## config.mk

```make
export PLATFORM = sky130hd
export DESIGN_NAME = ascii_frame_crc_checker_top
export DESIGN_NICKNAME = d
export VERILOG_FILES = /design/src/sv/afcc_pkg.sv /design/src/sv/afcc_crc_byte.sv /design/src/sv/afcc_parser.sv /design/src/sv/ascii_frame_crc_checker_top.sv
export VERILOG_INCLUDE_DIRS = /design/src /design/src/sv
export SDC_FILE = /design/constraint.sdc
export NUM_CORES = 1
export LEC_CHECK = 0
export BUFFER_PORTS_ARGS = -buffer_cell sky130_fd_sc_hd__buf_2
export CAP_MARGIN = 30
export CORE_MARGIN = 8
export CORE_UTILIZATION = 59
export CTS_CLUSTER_SIZE = 14
export DETAILED_ROUTE_END_ITERATION = 8
export GPL_ROUTABILITY_DRIVEN = 0
export PLACE_DENSITY = 0.92
export SLEW_MARGIN = 10
export SYNTH_ARGS = -nofsm -noshare
export SYNTH_HDL_FRONTEND = slang
export SYNTH_SLANG_ARGS = --single-unit
```

## constraint.sdc

```tcl
create_clock -name clk -period 2.9 [get_ports clk]
set_input_delay 0.29 -clock clk [delete_from_list [all_inputs] [get_ports clk]]
set_output_delay 0.29 -clock clk [all_outputs]
set_load 0.03 [all_outputs]
```

## src/sv/ascii_frame_crc_checker_top_macros.svh

```systemverilog
// assertion helpers for the frame checker top level
`ifndef ASCII_FRAME_CRC_CHECKER_TOP_MACROS_SVH
`define ASCII_FRAME_CRC_CHECKER_TOP_MACROS_SVH

`ifndef SYNTHESIS
`define AFCC_ASSERT_NOW(lbl, ante, cons) \
  lbl: assert property (@(posedge clk) disable iff (rst) (ante) |-> (cons)) \
    else $error("frame checker assertion failed");
`define AFCC_ASSERT_NEXT(lbl, ante, cons) \
  lbl: assert property (@(posedge clk) disable iff (rst) (ante) |=> (cons)) \
    else $error("frame checker assertion failed");
`else
`define AFCC_ASSERT_NOW(lbl, ante, cons)
`define AFCC_ASSERT_NEXT(lbl, ante, cons)
`endif

`endif

```

## src/sv/afcc_pkg.sv

```systemverilog
package afcc_pkg;

  localparam logic [15:0] CRC_POLY      = 16'h1021;
  localparam logic [15:0] CRC_INIT      = 16'hFFFF;
  localparam logic [15:0] HEX_BAD_VALUE = 16'hFFFF;
  localparam logic [7:0]  CHAR_AT       = 8'h40;
  localparam logic [7:0]  CHAR_LF       = 8'h0A;
  localparam logic [7:0]  CHAR_CR       = 8'h0D;
  localparam logic [7:0]  CHAR_STAR     = 8'h2A;
  localparam logic [7:0]  LIMIT_RESET   = 8'd224;
  localparam logic [2:0]  HEX_LEN       = 3'd4;
  localparam logic [2:0]  STAR_CNT_MAX  = 3'd5;

  typedef enum logic [1:0] {
    STATUS_GOOD     = 2'd0,
    STATUS_FORMAT   = 2'd1,
    STATUS_MISMATCH = 2'd2
  } status_t;

  typedef struct packed {
    logic        valid;
    status_t     status;
    logic [7:0]  body_len;
    logic [15:0] computed_crc;
    logic [15:0] received_crc;
  } verdict_t;

  typedef struct packed {
    logic       ok;
    logic [3:0] value;
  } hex_t;

  function automatic hex_t hex_digit(input logic [7:0] c);
    hex_t h;
    h.ok = 1'b1;
    h.value = 4'd0;
    if (c >= 8'h30 && c <= 8'h39) begin
      h.value = 4'(c - 8'h30);
    end else if (c >= 8'h41 && c <= 8'h46) begin
      h.value = 4'(c - 8'h41 + 8'd10);
    end else if (c >= 8'h61 && c <= 8'h66) begin
      h.value = 4'(c - 8'h61 + 8'd10);
    end else begin
      h.ok = 1'b0;
    end
    return h;
  endfunction

endpackage

```

## src/sv/afcc_crc_byte.sv

```systemverilog
module afcc_crc_byte (
  input  logic [15:0] crc_in,
  input  logic [7:0]  data,
  output logic [15:0] crc_out
);
  import afcc_pkg::*;

  logic [15:0] c;

  // msb-first crc16 over one byte, eight shift steps
  always_comb begin
    c = crc_in ^ {data, 8'h00};
    for (int k = 0; k < 8; k++) begin
      if (c[15]) begin
        c = {c[14:0], 1'b0} ^ CRC_POLY;
      end else begin
        c = {c[14:0], 1'b0};
      end
    end
    crc_out = c;
  end

endmodule

```

## src/sv/afcc_parser.sv

```systemverilog
module afcc_parser (
  input  logic               clk,
  input  logic               rst,
  input  logic               step,
  input  logic [7:0]         data,
  input  logic [7:0]         max_body_len,
  output afcc_pkg::verdict_t verdict
);
  import afcc_pkg::*;

  logic        in_frame, in_frame_next;
  logic [7:0]  stored_count, stored_count_next;
  logic        overflowed, overflowed_next;
  logic [15:0] running_crc, running_crc_next;
  logic [15:0] crc_before_star, crc_before_star_next;
  logic [7:0]  star_position, star_position_next;
  logic        star_seen, star_seen_next;
  logic [2:0]  chars_after_star, chars_after_star_next;
  logic [15:0] hex_accum, hex_accum_next;
  logic        hex_bad, hex_bad_next;

  logic [15:0] crc_added;
  logic        ok_form;
  logic [15:0] rx_crc;
  hex_t        hex;

  afcc_crc_byte u_crc (
    .crc_in  (running_crc),
    .data    (data),
    .crc_out (crc_added)
  );

  assign hex     = hex_digit(data);
  assign ok_form = !overflowed && star_seen && (star_position != 8'd0) &&
                   (chars_after_star == HEX_LEN);
  assign rx_crc  = hex_bad ? HEX_BAD_VALUE : hex_accum;

  always_comb begin
    in_frame_next         = in_frame;
    stored_count_next     = stored_count;
    overflowed_next       = overflowed;
    running_crc_next      = running_crc;
    crc_before_star_next  = crc_before_star;
    star_position_next    = star_position;
    star_seen_next        = star_seen;
    chars_after_star_next = chars_after_star;
    hex_accum_next        = hex_accum;
    hex_bad_next          = hex_bad;
    verdict               = '0;

    if (step) begin
      if (!in_frame || data == CHAR_AT) begin
        if (data == CHAR_AT) begin
          in_frame_next         = 1'b1;
          stored_count_next     = 8'd0;
          overflowed_next       = 1'b0;
          running_crc_next      = CRC_INIT;
          crc_before_star_next  = CRC_INIT;
          star_position_next    = 8'd0;
          star_seen_next        = 1'b0;
          chars_after_star_next = 3'd0;
          hex_accum_next        = 16'd0;
          hex_bad_next          = 1'b0;
        end
      end else if (data == CHAR_LF) begin
        in_frame_next = 1'b0;
        if (overflowed || stored_count != 8'd0) begin
          verdict.valid = 1'b1;
          if (!ok_form) begin
            verdict.status = STATUS_FORMAT;
          end else begin
            verdict.status       = (crc_before_star == rx_crc) ? STATUS_GOOD
                                                                : STATUS_MISMATCH;
            verdict.body_len     = star_position;
            verdict.computed_crc = crc_before_star;
            verdict.received_crc = rx_crc;
          end
        end
      end else if (data == CHAR_CR) begin
        // dropped
      end else if (stored_count >= max_body_len) begin
        overflowed_next = 1'b1;
      end else begin
        if (data == CHAR_STAR) begin
          crc_before_star_next  = running_crc;
          star_position_next    = stored_count;
          star_seen_next        = 1'b1;
          chars_after_star_next = 3'd0;
          hex_accum_next        = 16'd0;
          hex_bad_next          = 1'b0;
        end else if (star_seen) begin
          if (chars_after_star < HEX_LEN) begin
            if (!hex.ok) begin
              hex_bad_next = 1'b1;
            end else begin
              hex_accum_next = {hex_accum[11:0], hex.value};
            end
          end
          if (chars_after_star < STAR_CNT_MAX) begin
            chars_after_star_next = chars_after_star + 3'd1;
          end
        end
        running_crc_next  = crc_added;
        stored_count_next = stored_count + 8'd1;
      end
    end
  end

  always_ff @(posedge clk) begin
    if (rst) begin
      in_frame         <= 1'b0;
      stored_count     <= 8'd0;
      overflowed       <= 1'b0;
      running_crc      <= CRC_INIT;
      crc_before_star  <= CRC_INIT;
      star_position    <= 8'd0;
      star_seen        <= 1'b0;
      chars_after_star <= 3'd0;
      hex_accum        <= 16'd0;
      hex_bad          <= 1'b0;
    end else begin
      in_frame         <= in_frame_next;
      stored_count     <= stored_count_next;
      overflowed       <= overflowed_next;
      running_crc      <= running_crc_next;
      crc_before_star  <= crc_before_star_next;
      star_position    <= star_position_next;
      star_seen        <= star_seen_next;
      chars_after_star <= chars_after_star_next;
      hex_accum        <= hex_accum_next;
      hex_bad          <= hex_bad_next;
    end
  end

endmodule

```

## src/sv/ascii_frame_crc_checker_top.sv

```systemverilog
// ascii frame crc checker
// rx channel: rx_byte with rx_valid / rx_stall, one received byte per transaction.
// res channel: status, body_len, computed_crc, received_crc with res_valid /
// res_stall, one transaction per non-empty frame, given at the line feed.
// config: cfg_wr_en / cfg_wr_data write max_body_len; only while the block is idle, a rule the block does not enforce.
// a byte is registered in the input register at acceptance and parsed as it leaves it; its
// verdict is then registered in the result register and shows on res_valid from there.
// throughput: one byte per cycle while no result is stalled; the byte-wide crc update and the framing
// decode both sit between the input register and the state/result registers.
// a stalled result is held in the result register; while it waits, a byte in
// the input register waits too and rx_stall is high, so the sender holds its
// transaction until res_stall drops.
// reset: frame hunting restarts, no result pending, max_body_len is 224.
`include "ascii_frame_crc_checker_top_macros.svh"
module ascii_frame_crc_checker_top (
  input  logic        clk,
  input  logic        rst,
  input  logic        cfg_wr_en,
  input  logic [7:0]  cfg_wr_data,
  input  logic        rx_valid,
  output logic        rx_stall,
  input  logic [7:0]  rx_byte,
  output logic        res_valid,
  input  logic        res_stall,
  output logic [1:0]  status,
  output logic [7:0]  body_len,
  output logic [15:0] computed_crc,
  output logic [15:0] received_crc
);
  import afcc_pkg::*;

  logic [7:0] max_body_len;
  logic       s1_valid;
  logic [7:0] s1_byte;
  logic       s1_advance;
  logic       rx_accept;
  verdict_t   verdict;
  verdict_t   res;

  assign s1_advance = s1_valid && (!res_valid || !res_stall);
  assign rx_stall   = s1_valid && !s1_advance;
  assign rx_accept  = rx_valid && !rx_stall;

  afcc_parser u_parser (
    .clk          (clk),
    .rst          (rst),
    .step         (s1_advance),
    .data         (s1_byte),
    .max_body_len (max_body_len),
    .verdict      (verdict)
  );

  always_ff @(posedge clk) begin
    if (rst) begin
      max_body_len <= LIMIT_RESET;
    end else if (cfg_wr_en) begin
      max_body_len <= cfg_wr_data;
    end
  end

  always_ff @(posedge clk) begin
    if (rst) begin
      s1_valid <= 1'b0;
    end else if (rx_accept) begin
      s1_valid <= 1'b1;
    end else if (s1_advance) begin
      s1_valid <= 1'b0;
    end
  end

  always_ff @(posedge clk) begin
    if (rx_accept) begin
      s1_byte <= rx_byte;
    end
  end

  always_ff @(posedge clk) begin
    if (rst) begin
      res_valid <= 1'b0;
    end else if (s1_advance && verdict.valid) begin
      res_valid <= 1'b1;
    end else if (!res_stall) begin
      res_valid <= 1'b0;
    end
  end

  always_ff @(posedge clk) begin
    if (s1_advance && verdict.valid) begin
      res <= verdict;
    end
  end

  assign status       = res.status;
  assign body_len     = res.body_len;
  assign computed_crc = res.computed_crc;
  assign received_crc = res.received_crc;

  `AFCC_ASSERT_NOW(a_stall_needs_byte, rx_stall, s1_valid && res_valid && res_stall)
  `AFCC_ASSERT_NOW(a_format_zero, res_valid && status == STATUS_FORMAT, body_len == 8'd0 && computed_crc == 16'd0 && received_crc == 16'd0)
  `AFCC_ASSERT_NOW(a_good_match, res_valid && status == STATUS_GOOD, computed_crc == received_crc)
  `AFCC_ASSERT_NOW(a_mismatch_differs, res_valid && status == STATUS_MISMATCH, computed_crc != received_crc)

endmodule
```

==> out/metrics.yaml <==
outcome: "complete, no violations"
final_nets: 718
critPathKind: "flip-flop to flip-flop"
grt_overflow_total: 0
drive_gt1_frac: 0.1804
fin_skew_ns: 0.01059
die_h_um: 117.2
netlist_top_cells_area: "dfxtp_1, edfxtp_1, a21oi_1"
yosys_register_bits: 131
crit_path_end_kind: "flip-flop"
cp.arrival_ns: 3.20
hold_ws_ns: 0.006703
min_period_ns: 2.776
grt_pass1_vias: 4871
clkLatencyLatePin_ns: 0.53
wl_per_cell_um: 17.68
design_area_mm2: 0.007256
dpl_cell_area_mm2: 0.006504
ys_types: 59
vias_per_cell: 6.182
drc_errors: 0
core_mm2: 0.01014
max_freq_mhz: 360.2
setup_viol: 0
first_pass_iters: 6
cap_violations: 0
critical_path_required_ns: 3.32
antenna_found_initial: 0
via_count: 5125
slowest_delay_ns: 0.49
area_delta_synth_final_pct: 20.19
path_clk_slew_ns: 0.07
cts_tree: "done"
crit_fanout: 27
yosys.area.top_type: "dfxtp_1"
hold_viol_final: 0
relSlewSlack: 0.5919
synth_cells: 598
fillers: 635
cp_slowest_cell: "edfxtp_1"
drtIter0Drc: 717
die_area_mm2: 0.01373
ioPinCount: 65
fin_crit_sh: 0.9573
die_x_um: 117.2
synth_top_flop_cell: "dfxtp_1"
worst_pin_slew_ns: 0.6109
ir_drop_mv: 0.3897
cts_buffers: 17
yosysTopAreaCellShare: 0.2686
synth_seq_area_share: 0.5173
start_util: 0.5955
leakage_nw: 2.578
routed_wl_um: 14650
antenna_cells: 0
dp_hpwl_um: 9447
power_density_mw_per_mm2: 581.1
synth_nets: 636
cp_common_cell: "buf_4"
hp-class: "input pin to flip-flop"
slew_violations: 0
finalPower_mw: 4.216
cts_root_buf: "clkbuf_8"
start_kind: "flip-flop"
grt_max_degree: 43
yosysWarnings: 0
grtUsageTotal: 0.2207
final_antenna_net_count: 0
clock_path_buffers: 2
synthArstFlopShare: 0
portBuffers: 64
synth_edf_count: 50
clock-sinks: 131
rsz0062_at_grt: "false"
fp-row-count: 37
grt_pass1_wl_um: 23690
syn_area_mm2: 0.006037
cp_cell_sequence: "inv_1 > ha_1 > mux2i_1 > nor4b_1 > or2_1 > buf_4 > o21a_4 > buf_4 > nor4_1 > o21a_1"
synth.avg_cell_area_um2: 10.10
utilization: 0.7157
htree_levels: 4
[final timing paths]
path | from | endpoint | slack [ns] | depth (start not counted)
worst min register to register | u_parser.star_position[6] | u_parser.star_position[6] | 0.49 | 2
worst min-delay path | cfg_wr_data[2] | max_body_len[2] | 0.007 | 3
worst max-delay path | s1_byte[1] | u_parser.hex_accum[3] | 0.12 | 10
worst max register to register | s1_byte[1] | u_parser.hex_accum[3] | 0.12 | 10
[cell usage after synthesis, types with 18 or more instances]
master	count
nand2_1	32
inv_1	18
dfxtp_1	81
a22o_1	19
o21a_1	18
nor2_1	57
edfxtp_1	50
a21oi_1	46
and2_1	24
nor4_1	21
o21ai_0	32
clkbuf_1	18
[cell usage in the layout, fill, tap and decap left out, types with 17 or more instances in the layout]
cell type / count
edfxtp_1: 50
xnor2_1: 17
a21oi_1: 46
o21ai_0: 32
and2_1: 24
buf_4: 17
dfxtp_1: 81
ha_1: 17
o21a_1: 18
nor3_1: 17
nand2_1: 32
a22o_1: 19
inv_1: 18
nor4_1: 21
nor2_1: 56
buf_2: 64
[worst max-delay path: cells and delay by family (launching register included)]
family / cells / cell delay [ns]
flip-flops: 1 / 0.49
AO/OA/AOI/OAI: 2 / 0.45
multiplexers: 1 / 0.09
buffers and inverters: 3 / 0.65
AND/OR/NAND/NOR: 3 / 0.78
adder cells (fa/ha/maj): 1 / 0.20
[state kept, by name, indices dropped and copies added (netlist names), 2 cells and up]
| signal | cells |
|---|---|
| max_body_len | 8 |
| s1_byte | 8 |
| u_parser.hex_accum | 16 |
| body_len | 8 |
| u_parser.stored_count | 8 |
| u_parser.running_crc | 16 |
| computed_crc | 16 |
| received_crc | 16 |
| u_parser.star_position | 8 |
| status | 2 |
| u_parser.chars_after_star | 3 |
| u_parser.crc_before_star | 16 |
[per-stage QoR]
step	std cells	setup WS [ns]	TNS (ns)
floorplan	598	0.3461	0
global route	829	0.003281	0
global placement	780	0.1281	0
CTS	828	0.07489	0
finish	829	0.1239	0
detailed placement	782	-0.002644	-0.002644
[per-layer routing]
metal / vias to the layer above / wire, µm / track usage
li1: 2345 / - / -
met1: 2384 / 5641 / 0.2589
met2: 328 / 7081 / 0.3682
met3: 68 / 1431 / 0.06054
met4: 0 / 499 / 0.1032
met5: - / 0 / 0
[repair_timing]
action / CTS / global route
gates resized for setup: 1 / 1
hold endpoints to repair: 14 / 0
endpoints found under the setup margin: 8 / 21
hold buffers: 14 / 0
buffers inserted: 0 / 1
pin swaps: 0 / 1
[where the power goes]
part | total, mW | switching, mW | internal (mW)
sequential | 1.93 | 0.0182 | 1.92
clock | 2.11 | 0.860 | 1.25
combinational | 0.176 | 0.0951 | 0.0807
total | 4.22 | 0.973 | 3.24
[layout make-up]
type                            count  area [µm²]  share of cell area
Inverter                           18       67.56            0.009312
Tap cell                          136       170.2             0.02345
Timing Repair Buffer               97       623.1             0.08588
Multi-Input combinational cell    415        2688              0.3704
Clock inverter                     15       170.2             0.02345
Sequential cell                   131        3123              0.4304
Clock buffer                       17       414.1             0.05708
[kinds of logic (layout without fill, tap and decap cells)]
family,count (synthesis),after routing,share of synthesized area
DFF,131,131,0.5173
xor gates and xnor gates,33,33,0.04787
adders and majority gates,17,17,0.03523
muxes,9,9,0.01534
AOI/OAI and AO/OA,155,155,0.1695
and+or+nand+nor,201,201,0.1755
buffers and inverters,52,147,0.03917
Power figures use the tool's default switching activity.
